$ cat src/rtl/core/fkp_pkg.sv
package fkp_pkg;

    localparam int NUM_KEYS  = 4;
    localparam int PIN_BITS  = 4;
    // Only keys that have a pin bit are ever scanned.
    localparam int SCAN_KEYS = (NUM_KEYS < PIN_BITS) ? NUM_KEYS : PIN_BITS;

    localparam int TICK_W   = 32;
    localparam int THRESH_W = 16;

    localparam logic [THRESH_W-1:0] SHORT_RESET = THRESH_W'(50);
    localparam logic [THRESH_W-1:0] LONG_RESET  = THRESH_W'(800);

    localparam int QUEUE_DEPTH = 2;
    localparam int QPTR_W      = (QUEUE_DEPTH > 1) ? $clog2(QUEUE_DEPTH) : 1;
    localparam int QCNT_W      = $clog2(QUEUE_DEPTH + 1);

    localparam int CFG_ADDR_W = 3;

    typedef enum logic [0:0] {
        REG_SHORT_TICKS = 1'b0,
        REG_LONG_TICKS  = 1'b1
    } reg_index_t;

    typedef enum logic [1:0] {
        KM_MCP = 2'd0,
        KM_LED = 2'd1,
        KM_DS  = 2'd2,
        KM_SEG = 2'd3
    } key_mode_t;

    typedef struct packed {
        logic [PIN_BITS-1:0] shorts;
        logic [PIN_BITS-1:0] longs;
    } evt_t;

    function automatic key_mode_t next_key_mode(key_mode_t m);
        key_mode_t r;
        unique case (m)
            KM_MCP:  r = KM_DS;
            KM_DS:   r = KM_SEG;
            KM_SEG:  r = KM_LED;
            KM_LED:  r = KM_MCP;
            default: r = KM_MCP;
        endcase
        return r;
    endfunction

endpackage

$ cat src/rtl/core/fkp_front.sv
module fkp_front
    import fkp_pkg::*;
(
    input  logic                clk,
    input  logic                rst_n,
    input  logic                in_valid,
    output logic                in_ready,
    input  logic [PIN_BITS-1:0] pin_levels,
    input  logic [TICK_W-1:0]   now_tick,
    input  logic [THRESH_W-1:0] short_ticks,
    input  logic [THRESH_W-1:0] long_ticks,
    input  logic                q_full,
    output logic                push,
    output evt_t                push_evt
);

    logic [SCAN_KEYS-1:0] held_reg;
    logic [SCAN_KEYS-1:0] held_next;
    logic [TICK_W-1:0]    stamp_reg  [SCAN_KEYS];
    logic [TICK_W-1:0]    stamp_next [SCAN_KEYS];

    assign in_ready = !q_full;
    assign push     = in_valid && in_ready;

    // Each key is classified on its own: one subtract and two compares.
    always_comb
    begin
        logic [TICK_W-1:0] dt;
        held_next = held_reg;
        push_evt  = '0;
        dt        = '0;
        for (int i = 0; i < SCAN_KEYS; i++)
        begin
            stamp_next[i] = stamp_reg[i];
            dt = now_tick - stamp_reg[i];
            if (!pin_levels[i])
            begin
                if (!held_reg[i])
                begin
                    held_next[i]  = 1'b1;
                    stamp_next[i] = now_tick;
                end
            end
            else if (held_reg[i])
            begin
                held_next[i] = 1'b0;
                if (dt >= TICK_W'(long_ticks))
                    push_evt.longs[i] = 1'b1;
                else if (dt >= TICK_W'(short_ticks))
                    push_evt.shorts[i] = 1'b1;
            end
        end
    end

    always_ff @(posedge clk or negedge rst_n)
    begin
        if (!rst_n)
            held_reg <= '0;
        else if (push)
            held_reg <= held_next;
    end

    // A stamp is only read while its key is held, so it needs no reset.
    always_ff @(posedge clk)
    begin
        if (push)
        begin
            for (int i = 0; i < SCAN_KEYS; i++)
                stamp_reg[i] <= stamp_next[i];
        end
    end

endmodule

$ cat src/rtl/core/fkp_queue.sv
module fkp_queue
    import fkp_pkg::*;
(
    input  logic clk,
    input  logic rst_n,
    input  logic push,
    input  evt_t push_evt,
    output logic full,
    input  logic pop,
    output logic q_valid,
    output evt_t q_evt
);

    evt_t              mem_reg [QUEUE_DEPTH];
    logic [QPTR_W-1:0] wr_ptr_reg;
    logic [QPTR_W-1:0] wr_ptr_next;
    logic [QPTR_W-1:0] rd_ptr_reg;
    logic [QPTR_W-1:0] rd_ptr_next;
    logic [QCNT_W-1:0] cnt_reg;
    logic [QCNT_W-1:0] cnt_next;

    assign full    = (cnt_reg == QCNT_W'(QUEUE_DEPTH));
    assign q_valid = (cnt_reg != '0);
    assign q_evt   = mem_reg[rd_ptr_reg];

    always_comb
    begin
        wr_ptr_next = wr_ptr_reg;
        rd_ptr_next = rd_ptr_reg;
        cnt_next    = cnt_reg;
        if (push)
            wr_ptr_next = (wr_ptr_reg == QPTR_W'(QUEUE_DEPTH - 1)) ? '0 : wr_ptr_reg + 1'b1;
        if (pop)
            rd_ptr_next = (rd_ptr_reg == QPTR_W'(QUEUE_DEPTH - 1)) ? '0 : rd_ptr_reg + 1'b1;
        if (push && !pop)
            cnt_next = cnt_reg + 1'b1;
        else if (pop && !push)
            cnt_next = cnt_reg - 1'b1;
    end

    always_ff @(posedge clk or negedge rst_n)
    begin
        if (!rst_n)
        begin
            wr_ptr_reg <= '0;
            rd_ptr_reg <= '0;
            cnt_reg    <= '0;
        end
        else
        begin
            wr_ptr_reg <= wr_ptr_next;
            rd_ptr_reg <= rd_ptr_next;
            cnt_reg    <= cnt_next;
        end
    end

    always_ff @(posedge clk)
    begin
        if (push)
            mem_reg[wr_ptr_reg] <= push_evt;
    end

endmodule

$ cat src/rtl/core/fkp_back.sv
module fkp_back
    import fkp_pkg::*;
(
    input  logic                clk,
    input  logic                rst_n,
    input  logic                q_valid,
    input  evt_t                q_evt,
    output logic                pop,
    output logic                out_valid,
    input  logic                out_ready,
    output logic [PIN_BITS-1:0] short_events,
    output logic [PIN_BITS-1:0] long_events,
    output key_mode_t           key_mode,
    output logic                sys_mode
);

    logic      out_valid_reg;
    key_mode_t key_mode_reg;
    key_mode_t key_mode_next;
    logic      sys_mode_reg;
    logic      sys_mode_next;
    evt_t      evt_reg;

    // The output register is refilled in the same cycle that its beat leaves.
    assign pop = q_valid && (!out_valid_reg || out_ready);

    always_comb
    begin
        key_mode_next = q_evt.shorts[0] ? next_key_mode(key_mode_reg) : key_mode_reg;
        sys_mode_next = sys_mode_reg ^ q_evt.longs[0];
    end

    always_ff @(posedge clk or negedge rst_n)
    begin
        if (!rst_n)
        begin
            out_valid_reg <= 1'b0;
            key_mode_reg  <= KM_MCP;
            sys_mode_reg  <= 1'b0;
        end
        else
        begin
            if (pop)
            begin
                out_valid_reg <= 1'b1;
                key_mode_reg  <= key_mode_next;
                sys_mode_reg  <= sys_mode_next;
            end
            else if (out_ready)
                out_valid_reg <= 1'b0;
        end
    end

    always_ff @(posedge clk)
    begin
        if (pop)
            evt_reg <= q_evt;
    end

    assign out_valid    = out_valid_reg;
    assign short_events = evt_reg.shorts;
    assign long_events  = evt_reg.longs;
    assign key_mode     = key_mode_reg;
    assign sys_mode     = sys_mode_reg;

endmodule

$ cat src/rtl/core/four_key_press_classifier.sv
// Channel    Direction  Contents
// s_axis     in         tdata: pin_levels[3:0], now_tick[35:4], zero fill [39:36]
// m_axis     out        tdata: short_events[3:0], long_events[7:4], key_mode[9:8],
//                              sys_mode[10], zero fill [15:11]
// apb        in/out     0x0 short_ticks, 0x4 long_ticks (16 bit each)
//
// One scan sample is taken per cycle while the event queue has room; its beat
// passes through the classifier into the event queue and then leaves from the
// output register. The two-entry event queue sets the input stall: s_axis_tready
// falls only once the queue is full behind a stalled output.
// Reset clears key state and modes and reloads the reset thresholds at once, with no sweep.
module four_key_press_classifier
    import fkp_pkg::*;
(
    input  logic                  clk,
    input  logic                  rst_n,
    input  logic                  s_axis_tvalid,
    output logic                  s_axis_tready,
    input  logic [39:0]           s_axis_tdata,   // pin_levels, now_tick
    output logic                  m_axis_tvalid,
    input  logic                  m_axis_tready,
    output logic [15:0]           m_axis_tdata,   // short_events, long_events, key_mode, sys_mode
    input  logic                  psel,
    input  logic                  penable,
    input  logic                  pwrite,
    input  logic [CFG_ADDR_W-1:0] paddr,
    input  logic [31:0]           pwdata,
    output logic [31:0]           prdata,
    output logic                  pready
);

    logic [THRESH_W-1:0] short_ticks_reg;
    logic [THRESH_W-1:0] long_ticks_reg;
    reg_index_t          cfg_idx;
    logic                cfg_wr;

    logic                push;
    evt_t                push_evt;
    logic                q_full;
    logic                q_valid;
    logic                pop;
    evt_t                q_evt;

    logic [PIN_BITS-1:0] short_events;
    logic [PIN_BITS-1:0] long_events;
    key_mode_t           key_mode;
    logic                sys_mode;

    assign pready  = 1'b1;
    assign cfg_idx = reg_index_t'(paddr[2]);
    assign cfg_wr  = psel && penable && pwrite && pready;

    always_ff @(posedge clk or negedge rst_n)
    begin
        if (!rst_n)
        begin
            short_ticks_reg <= SHORT_RESET;
            long_ticks_reg  <= LONG_RESET;
        end
        else if (cfg_wr)
        begin
            unique case (cfg_idx)
                REG_SHORT_TICKS: short_ticks_reg <= pwdata[THRESH_W-1:0];
                REG_LONG_TICKS:  long_ticks_reg  <= pwdata[THRESH_W-1:0];
                default: ;
            endcase
        end
    end

    always_comb
    begin
        unique case (cfg_idx)
            REG_SHORT_TICKS: prdata = 32'(short_ticks_reg);
            REG_LONG_TICKS:  prdata = 32'(long_ticks_reg);
            default:         prdata = '0;
        endcase
    end

    fkp_front u_front (
        .clk         (clk),
        .rst_n       (rst_n),
        .in_valid    (s_axis_tvalid),
        .in_ready    (s_axis_tready),
        .pin_levels  (s_axis_tdata[PIN_BITS-1:0]),
        .now_tick    (s_axis_tdata[PIN_BITS +: TICK_W]),
        .short_ticks (short_ticks_reg),
        .long_ticks  (long_ticks_reg),
        .q_full      (q_full),
        .push        (push),
        .push_evt    (push_evt)
    );

    fkp_queue u_queue (
        .clk      (clk),
        .rst_n    (rst_n),
        .push     (push),
        .push_evt (push_evt),
        .full     (q_full),
        .pop      (pop),
        .q_valid  (q_valid),
        .q_evt    (q_evt)
    );

    fkp_back u_back (
        .clk          (clk),
        .rst_n        (rst_n),
        .q_valid      (q_valid),
        .q_evt        (q_evt),
        .pop          (pop),
        .out_valid    (m_axis_tvalid),
        .out_ready    (m_axis_tready),
        .short_events (short_events),
        .long_events  (long_events),
        .key_mode     (key_mode),
        .sys_mode     (sys_mode)
    );

    assign m_axis_tdata = {5'd0, sys_mode, key_mode, long_events, short_events};

endmodule

$ cat config.mk
export PLATFORM = sky130hd
export DESIGN_NAME = four_key_press_classifier
export DESIGN_NICKNAME = d
export VERILOG_FILES = /design/src/rtl/core/fkp_pkg.sv /design/src/rtl/core/fkp_front.sv /design/src/rtl/core/fkp_queue.sv /design/src/rtl/core/fkp_back.sv /design/src/rtl/core/four_key_press_classifier.sv
export SDC_FILE = /design/constraint.sdc
export NUM_CORES = 1
export LEC_CHECK = 0
export ABC_AREA = 1
export BUFFER_PORTS_ARGS = -buffer_cell sky130_fd_sc_hd__buf_2
export CAP_MARGIN = 20
export CORE_MARGIN = 1.5
export CORE_UTILIZATION = 25
export DETAILED_ROUTE_END_ITERATION = 8
export PLACE_DENSITY_LB_ADDON = 0.15
export SLEW_MARGIN = 20
export SYNTH_ARGS = -nofsm -noshare
export SYNTH_HDL_FRONTEND = slang
export SYNTH_SLANG_ARGS = --single-unit
$ cat constraint.sdc
create_clock -name clk -period 4.7 [get_ports clk]
set_input_delay 1.41 -clock clk [delete_from_list [all_inputs] [get_ports clk]]
set_output_delay 1.41 -clock clk [all_outputs]
set_load 0.005 [all_outputs]
==> results of run 1 <==
## stage by stage
| step | cells | hold WS, ns | TNS (ns) | worst slack (ns) |
|---|---|---|---|---|
| final | 4719 | 0.466 | 0 | 0.347 |
| after global routing | 4718 | 0.498 | 0 | 0.0571 |
| after CTS | 4717 | 0.472 | 0 | 0.357 |
| after detailed placement | 4685 | 0.460 | -2.12 | -0.203 |
| after global placement | 4685 | 0.462 | -2.15 | -0.187 |
| after floorplan | 3253 | 0.446 | 0 | 0.716 |
## report_power, final
group          leakage [uW]  internal, uW  switching, uW
clock              0.000288           718            819
sequential          0.00194          2250            142
combinational        0.0122          1920           2830
## how the worst min path moves through the flow
stage / start / endpoint / slack [ns] / cells past startpoint
final: u_back.sys_mode$_DFFE_PN0P_ / u_back.sys_mode$_DFFE_PN0P_ / 0.47 / 1
after global routing: u_back.sys_mode$_DFFE_PN0P_ / u_back.sys_mode$_DFFE_PN0P_ / 0.50 / 1
after CTS: u_back.sys_mode$_DFFE_PN0P_ / u_back.sys_mode$_DFFE_PN0P_ / 0.47 / 1
after detailed placement: u_back.sys_mode$_DFFE_PN0P_ / u_back.sys_mode$_DFFE_PN0P_ / 0.46 / 1
after global placement: u_back.sys_mode$_DFFE_PN0P_ / u_back.sys_mode$_DFFE_PN0P_ / 0.46 / 1
after floorplan: u_queue.cnt_reg[0]$_DFFE_PN0P_ / u_queue.cnt_reg[0]$_DFFE_PN0P_ / 0.45 / 1
## cell families (layout without fill, tap and decap cells)
kind of cell / count (synthesis) / count (layout) / share of synthesized area
AND/OR/NAND/NOR: 1760 / 1760 / 0.346
AO/OA/AOI/OAI: 193 / 193 / 0.0501
adder cells (fa/ha/maj): 257 / 257 / 0.157
multiplexers: 1 / 1 / 0.000546
flip-flops: 196 / 196 / 0.275
buffers and inverters: 758 / 1153 / 0.142
other: 2 / 23 / 0.000364
XOR/XNOR: 66 / 66 / 0.0280
## cell usage after synthesis (all sizes together), types with 4 or more instances
master,instances
and2,14
o21ai,58
nand4,27
a211oi,15
edfxtp,152
xor2,56
a21oi,108
nand2,1256
fa,4
nor2,258
nand3b,8
nand3,161
ha,253
dfrtp,38
clkbuf,9
or2,8
dfstp,6
buf,25
nor3,25
xnor2,10
inv,723
o21bai,6
## cell type report
cell class / instances / area (um^2)
Fill cell: 9256 / 56600
Multi-Input combinational cell: 2299 / 12100
Inverter: 724 / 2720
Timing Repair Buffer: 397 / 2830
Clock buffer: 18 / 439
Tap cell: 1070 / 1340
Clock inverter: 14 / 133
Sequential cell: 196 / 5670
Antenna cell: 1 / 2.50
## layer usage
metal / wire [um] / vias to the layer above / GRT usage
li1: - / 10700 / -
met1: 34700 / 8857 / 0.225
met2: 34500 / 241 / 0.307
met3: 1680 / 54 / 0.0192
met4: 1240 / 0 / 0.0443
met5: 0 / - / 0
## worst max-delay path, stage by stage
cell      delay [ns]
buf_2           0.13
inv_1           0.09
ha_1            0.27
fa_1            0.48
inv_1           0.12
nand2_1         0.06
nand3_1         0.12
nand2_1         0.09
nand2_2         0.10
xor2_1          0.30
ha_1            0.31
nand2_1         0.06
nor2_1          0.04
a211oi_1        0.29
nand3_1         0.12
nor2_1          0.14
nand3b_1        0.10
nor2_2          0.16
buf_12          0.14
nand2_1         0.05
nor2_1          0.13
==> metrics.txt, run 1 <==
outcome complete, no violations; largest net degree at the start of global routing 34; layout cell share with drive strength beyond 1 0.135; top-area cell type share of the netlist area 0.225; Power Dens Cells 344 nW/um^2; hold crit path type reg -> reg; most common cell after layout, fill and taps aside nand2_1; number of setup buffers added after CTS 0; crit path capture u_queue.mem_reg[1][5]$_DFFE_PP_; synth-to-layout area growth 22.5%; Clock Latency Late Sink 0.52 ns; Critical Path AT 4.72 ns; final design utilization 0.309; Nets 3974; DRT iter0 DRCs 817; Design Power 8680 uW; syn avg cell area 6.38 um^2; Mapped Area 20600 um^2; RR Startpoint u_front.stamp_reg[1][0]$_DFFE_PP_; clock buffer depth 2; Post-synth EDFFs 152; VDD IR max 297 uV; Detailed Place HPWL 61.8 mm; post-synth cell types 38; TritonCTS clock tree yes; IO Pins 133; fin crit period 4.35 ns; routed wire length 72.1 mm; die width 290 um; Seq cells post-synth 196; Clock Root Buffer clkbuf_16; Final Hold Fails 0; # rows 105; Post-CTS Hold Buffers 0; Synth warnings 0; Setup violations, final 0; Critical Path RT 5.06 ns; die area 84200 um^2; Slew @ Worst Pin 0.980 ns; final setup skew 0.0165 ns; Critical Path Fanout Max 3; max reg flops 128; area leader, netlist nand2_1; top cells by area, synth nand2_1 23%, edfxtp_1 22%, ha_1 15%; Seq/Total Area, Yosys 0.275; Crit Path Class in -> reg; Pre-Repair DR Iteration Count 5; clock slew at reported path FFs 0.08 ns; reg-to-reg endpoint u_queue.mem_reg[1][5]$_DFFE_PP_; H-Tree Depth 4; Num Clock Sinks 196; antenna violations before repair 6; total CTS buffers 17; gr usage total 0.174; Congestion Overflow GR 0; FF-to-FF path depth 19; gp weighted congestion 0.855; f_max 230 MHz; crit path launch s_axis_tdata[4]; dpl cell area 24700 um^2; port bufs 88; routed vias 19800; vias in the first global route 19500; crit start category input port; Rel. slew slack 0.345; CTS resizes 0; Final Max Slew Viols 0; Final Instance Area 25300 um^2; Initial Utilization 0.252; Final period util 0.926; # Max-Cap Violations 0; die outline height 290 um; first-pass GRT wire length 110 mm; Pleak 0.0145 uW; dominant synthesized flop cell edfxtp_1; reg2reg setup slack 1.10 ns; RSZ-0062 raised after global routing no; Async SR Flop Fraction 0.224; DRC Markers 0; cells after synthesis 3233; WL/cell 15.3 um; crit end category register; Final ANT Viol Nets 0; most frequent cells in the layout 1238 x nand2_1, 719 x inv_1, 304 x buf_4; core area 81800 um^2; Vias/cell 4.21
No activity file was read; power rests on OpenSTA's default activity.
==> inputs of run 2 (changes only) <==
--- a/config.mk
+++ b/config.mk
@@ -10,6 +10,7 @@
 export CAP_MARGIN = 20
 export CORE_MARGIN = 1.5
 export CORE_UTILIZATION = 25
+export CTS_CLUSTER_SIZE = 10
 export DETAILED_ROUTE_END_ITERATION = 8
 export PLACE_DENSITY_LB_ADDON = 0.15
 export SLEW_MARGIN = 20
==> constraint.sdc (replaced) <==
create_clock -name clk -period 3.95 [get_ports clk]
set_input_delay 1.185 -clock clk [delete_from_list [all_inputs] [get_ports clk]]
set_output_delay 1.185 -clock clk [all_outputs]
set_load 0.005 [all_outputs]
==> run 2 against run 1 <==
Effect of this change:
- setup slack worse by 0.22 ns
- die area unchanged
- sequential share of layout area down 1.3 points
- clock skew up 0.0023 ns
- sequential cell count unchanged
- critical path depth down 1
- hold slack about the same
- combinational power up 29%
- utilization up 1.9 points
- total power up 25%
- final cell count up 2.2%
- critical path type unchanged
- largest power group unchanged
==> metrics.txt, run 2 (same netlist as run 1, synthesis figures left out) <==
outcome complete, no violations; vias in the first global route 19700 (+0.80%); Worst Path Buf+Inv 5 (+1); max incr delay on CP 0.31 ns (-0.17 ns); most common cell after layout, fill and taps aside nand2_1; Slew @ Worst Pin 0.772 ns (-0.209 ns); Detailed Place HPWL 62.0 mm (+0.23%); number of diodes 0 (-1); die outline height 290 um (unchanged); # Max-Cap Violations 0 (unchanged); IO Pins 133 (unchanged); synth-to-layout area growth 29.8%; TritonCTS clock tree yes; Crit Path Class in -> reg; routed vias 20300 (+2.2%); worst hold path depth 1 (unchanged); worst path cell trace buf_4 -> buf_4 -> ha_1 -> nand3_1 -> nand2_2 -> buf_4 -> nand3_1 -> nand3b_1 -> xor2_1 -> buf_4 -> ha_1 -> nand2_1 -> nor2_1 -> a211oi_2 -> a21oi_2 -> nor2_1 -> nand3b_1 -> nor2_2 -> buf_12 -> a21oi_1; Vias/cell 4.21 (about the same); layout cell share with drive strength beyond 1 0.190 (+0.0548); DRT iter0 DRCs 803 (-1.7%); final setup skew 0.0189 ns (+0.00231 ns); H-Tree Depth 4 (unchanged); # rows 105 (unchanged); gr usage total 0.173 (-0.00137); Power Dens Cells 404 nW/um^2 (+18%); Rel. slew slack 0.484 (+0.139); Nets 4080 (+2.7%); routed wire length 72.0 mm (-0.18%); fin crit period 3.82 ns; Critical Path RT 4.21 ns (-0.85 ns); Worst path slowest cell ha_1; Final period util 0.968; Final Max Slew Viols 0 (unchanged); gp weighted congestion 0.868 (+1.5%); VDD IR max 338 uV (+14%); hold_sp u_back.sys_mode$_DFFE_PN0P_; die area 84200 um^2 (unchanged); DRC Markers 0 (unchanged); RR Startpoint u_front.stamp_reg[1][2]$_DFFE_PP_; Setup violations, final 0 (unchanged); total CTS buffers 17 (unchanged); port bufs 88 (unchanged); Critical Path Fanout Max 4 (+1); antenna violations before repair 1 (-5); core area 81800 um^2 (unchanged); Final ANT Viol Nets 0 (unchanged); Initial Utilization 0.252 (unchanged); post-route setup TNS 0 ns (unchanged); clock buffer depth 2 (unchanged); f_max 262 MHz; FF-to-FF path depth 21 (+2); CP top delay family simple AND/OR/NAND/NOR gates; hold crit path type reg -> reg; max reg flops 128 (unchanged); crit start category input port; Clock Latency Late Sink 0.52 ns (about the same); clock slew at reported path FFs 0.08 ns (about the same); largest net degree at the start of global routing 44 (+29%); reg-to-reg endpoint u_queue.mem_reg[1][1]$_DFFE_PP_; Final Non-Filler Cells 4824 (+2.2%); Pleak 0.0150 uW (+4.0%); die width 290 um (unchanged); most frequent cells in the layout 1218 x nand2_1, 715 x inv_1, 419 x buf_4; crit end category register; Final Hold Fails 0 (unchanged); first-pass GRT wire length 109 mm (-0.69%); Crit path top cell by count buf_4; Clock Root Buffer clkbuf_16; reg2reg setup slack 0.60 ns (-0.50 ns); Critical Path AT 4.08 ns (-0.64 ns); Pre-Repair DR Iteration Count 5 (unchanged); crit path launch s_axis_tdata[5]; Congestion Overflow GR 0 (unchanged); Num Clock Sinks 196 (unchanged); Fin Hold WS 0.466 ns (-0.0000140 ns); end point of the worst hold path u_back.sys_mode$_DFFE_PN0P_; Inst Count DP 4783 (+2.1%); WL/cell 14.9 um (-2.4%)
## run 2: worst register-to-register path, delay by kind of cell, from the launching register on
| kind | cells | cell delay, ns |
|---|---|---|
| xor+xnor | 1 | 0.17 |
| flops | 1 | 0.37 |
| simple gates | 10 | 0.96 |
| fa+ha+maj | 2 | 0.51 |
| compound gates | 3 | 0.46 |
| buf+inv | 5 | 0.61 |
## run 2: final cells by class
| class | instances | area [um^2] |
|---|---|---|
| Fill cell | 9136 | 55100 |
| Multi-Input combinational cell | 2299 | 12800 |
| Sequential cell | 196 | 5670 |
| Timing Repair Buffer | 503 | 3610 |
| Inverter | 724 | 2720 |
| Tap cell | 1070 | 1340 |
| Clock buffer | 19 | 454 |
| Clock inverter | 13 | 140 |
## run 2: metrics by stage
stage | setup WS [ns] | power (uW) | instance area [um^2] | util
floorplan | 0.191 | 6300 | 20700 | -
global placement | -0.707 | 8790 | 25400 | 0.310
detailed placement | -0.718 | 8830 | 25400 | 0.310
CTS | 0.00938 | 10800 | 26000 | 0.318
global route | -0.0138 | 11900 | 26800 | 0.327
finish | 0.127 | 10800 | 26800 | 0.327
## run 2: report_power, final
group | internal, uW | switching (uW) | total (uW)
Sequential | 2670 | 168 | 2840
Combinational | 2610 | 3520 | 6130
Clock | 876 | 979 | 1850
Total | 6160 | 4670 | 10800
## run 2: how the worst max path moves through the flow
stage	cells after the start	slack, ns	to
after detailed placement	23	-0.72	u_queue.mem_reg[0][0]$_DFFE_PP_
after floorplan	20	0.19	u_queue.mem_reg[0][3]$_DFFE_PP_
after CTS	25	0.009	u_queue.mem_reg[1][2]$_DFFE_PP_
final	20	0.13	u_queue.mem_reg[1][1]$_DFFE_PP_
after global routing	20	-0.01	u_queue.mem_reg[0][1]$_DFFE_PP_
after global placement	23	-0.71	u_queue.mem_reg[1][0]$_DFFE_PP_
## run 2: what timing repair did
item                       4_1_cts  5_1_grt
setup endpoints to repair       10       16
resized for setup               12      131
pin swaps                        0       25
setup buffers                    0        9
hold buffers                     0        0
## run 2: layer usage
layer  global-route usage  up-vias  part of all wire
li1                     -    10900                 -
met1                0.221     9143              0.48
met2                0.306      211              0.49
met3               0.0205       53             0.021
met4               0.0454        0             0.018
met5                    0        -                 0
==> inputs of run 3 (changes only) <==
--- a/config.mk
+++ b/config.mk
@@ -10,6 +10,7 @@
 export CAP_MARGIN = 20
 export CORE_MARGIN = 1.5
 export CORE_UTILIZATION = 25
+export CTS_BUF_LIST = sky130_fd_sc_hd__clkbuf_16
 export CTS_CLUSTER_SIZE = 10
 export DETAILED_ROUTE_END_ITERATION = 8
 export PLACE_DENSITY_LB_ADDON = 0.15
==> run 3 against run 2 <==
Effect of this change:
- total power barely moved
- global-route usage unchanged
- register-to-register slack barely moved
- cell area is the same
- clock power about the same
- routed wire length about the same
- largest cell class unchanged
- critical path depth stayed put
- fmax about the same
- via count about the same
- critical path type unchanged
- utilization stayed put
- critical endpoint unchanged
==> metrics.txt, run 3 (same netlist as run 1, synthesis figures left out) <==
Post-CTS Hold Buffers 0 (unchanged); largest net degree at the start of global routing 44 (unchanged); number of diodes 0 (unchanged); crit start category input port; Power Dens Cells 404 nW/um^2 (about the same); Final Instance Area 26800 um^2 (unchanged); VDD IR max 338 uV (about the same); worst hold path depth 1 (unchanged); Num Clock Sinks 196 (unchanged); Pleak 0.0150 uW (about the same); crit path launch s_axis_tdata[5]; routed vias 20300 (+0.015%); Clock Root Buffer clkbuf_16; FF-to-FF path depth 21 (unchanged); Critical Path RT 4.21 ns (about the same); die width 290 um (unchanged); RR Startpoint u_front.stamp_reg[1][2]$_DFFE_PP_; routed wire length 72.0 mm (about the same); H-Tree Depth 4 (unchanged); final setup skew 0.0189 ns (-0.000000400 ns); crit end category register; most common cell after layout, fill and taps aside nand2_1; Crit Path Class in -> reg; # Max-Cap Violations 0 (unchanged); IO Pins 133 (unchanged); Final period util 0.968 (about the same); Final Hold Fails 0 (unchanged); Critical Path AT 4.08 ns (about the same); Rel. slew slack 0.484 (about the same); die outline height 290 um (unchanged); post-route setup TNS 0 ns (unchanged); Pre-Repair DR Iteration Count 5 (unchanged); crit path capture u_queue.mem_reg[1][1]$_DFFE_PP_; Nets 4080 (unchanged); f_max 262 MHz (about the same); total CTS buffers 17 (unchanged); Detailed Place HPWL 62.0 mm (unchanged); TritonCTS clock tree yes; Vias/cell 4.21 (about the same); WL/cell 14.9 um (about the same); Critical Path Fanout Max 4 (unchanged); Initial Utilization 0.252 (unchanged); outcome complete, no violations; DRC Markers 0 (unchanged); antenna violations before repair 1 (unchanged); port bufs 88 (unchanged); max reg flops 128 (unchanged); Inst Count DP 4783 (unchanged); Net Sw Frac 0.431 (about the same); gr usage total 0.173 (unchanged); Fin Hold WS 0.466 ns (-0.00000200 ns); combinational share of power 0.567 (about the same); clock buffer depth 2 (unchanged); Flop pwr share 0.262 (about the same); clock power share 0.171 (about the same); Pint 6160 uW (about the same); core area 81800 um^2 (unchanged); synth-to-layout area growth 29.8% (unchanged); reg-to-reg endpoint u_queue.mem_reg[1][1]$_DFFE_PP_; Setup violations, final 0 (unchanged); # rows 105 (unchanged); Congestion Overflow GR 0 (unchanged); switching power 4670 uW (about the same); gp weighted congestion 0.868 (unchanged); Final Max Slew Viols 0 (unchanged); DRT iter0 DRCs 802 (-0.12%); die area 84200 um^2 (unchanged); fin crit period 3.82 ns (+0.0000410 ns); clock slew at reported path FFs 0.08 ns (about the same); most frequent cells in the layout 1218 x nand2_1, 716 x inv_1, 419 x buf_4; Slew @ Worst Pin 0.771 ns (-0.0000956 ns); layout cell share with drive strength beyond 1 0.190 (unchanged); dpl cell area 25400 um^2 (unchanged); Final ANT Viol Nets 0 (unchanged); Clock Latency Late Sink 0.52 ns (about the same); reg2reg setup slack 0.60 ns (about the same); vias in the first global route 19700 (unchanged); Final Non-Filler Cells 4824 (unchanged); first-pass GRT wire length 109 mm (unchanged); hold crit path type reg -> reg
==> run 3: cell count changes in the layout (fill, tap and decap cells not counted), sizes merged <==
cell    delta
clkbuf     -1
inv        +1
==> run 3: routing by layer <==
metal | track usage | up-vias | routed length [um]
met5 | 0 | - | 0
li1 | - | 10900 | -
met4 | 0.0454 | 0 | 1330
met1 | 0.221 | 9144 | 34200
met3 | 0.0205 | 53 | 1480
met2 | 0.306 | 213 | 35000
==> run 3: metrics by stage <==
step | power [uW] | util | setup WS, ns
finish | 10800 | 0.327 | 0.127
global route | 11900 | 0.327 | -0.0138
CTS | 10800 | 0.318 | 0.00938
detailed placement | 8830 | 0.310 | -0.718
global placement | 8790 | 0.310 | -0.707
floorplan | 6300 | - | 0.191
==> run 3: worst min path at each step <==
stage,start,end,slack (ns)
after floorplan,u_queue.cnt_reg[0]$_DFFE_PN0P_,u_queue.cnt_reg[0]$_DFFE_PN0P_,0.45
after CTS,u_back.sys_mode$_DFFE_PN0P_,u_back.sys_mode$_DFFE_PN0P_,0.47
after detailed placement,u_back.sys_mode$_DFFE_PN0P_,u_back.sys_mode$_DFFE_PN0P_,0.46
after global placement,u_back.sys_mode$_DFFE_PN0P_,u_back.sys_mode$_DFFE_PN0P_,0.46
final,u_back.sys_mode$_DFFE_PN0P_,u_back.sys_mode$_DFFE_PN0P_,0.47
after global routing,u_back.key_mode[0]$_DFFE_PN0P_,u_back.key_mode[1]$_DFFE_PN0P_,0.51
==> run 3: repair_timing <==
item | in CTS | in global routing
pin swaps | 0 | 25
gates resized for setup | 12 | 131
setup buffers | 0 | 9
setup endpoints to repair | 10 | 16
==> run 3: cell type report <==
cell class | count | area, um^2
Multi-Input combinational cell | 2299 | 12800
Fill cell | 9136 | 55100
Clock inverter | 14 | 144
Tap cell | 1070 | 1340
Inverter | 724 | 2720
Sequential cell | 196 | 5670
Timing Repair Buffer | 503 | 3610
Clock buffer | 18 | 450
==> run 3: critical path: stages <==
cell	delay [ns]
buf_4	0.14
buf_4	0.14
ha_1	0.31
nand3_1	0.11
nand2_2	0.10
buf_4	0.14
nand3_1	0.05
nand3b_1	0.14
xor2_1	0.17
buf_4	0.16
ha_1	0.30
nand2_1	0.10
nor2_1	0.06
a211oi_2	0.25
a21oi_2	0.11
nor2_1	0.13
nand3b_1	0.09
nor2_2	0.16
buf_12	0.14
a21oi_1	0.09
==> run 3: power by group through the flow <==
| stage | clock network, uW | registers, uW | logic, uW |
|---|---|---|---|
| 2_1_floorplan | 0 | 2840 | 3460 |
| 3_3_place_gp | 0 | 2890 | 5910 |
| 3_5_place_dp | 0 | 2890 | 5950 |
| 4_1_cts | 1940 | 2850 | 5990 |
| 5_1_grt | 1980 | 2890 | 6990 |
| 6_report | 1850 | 2840 | 6130 |
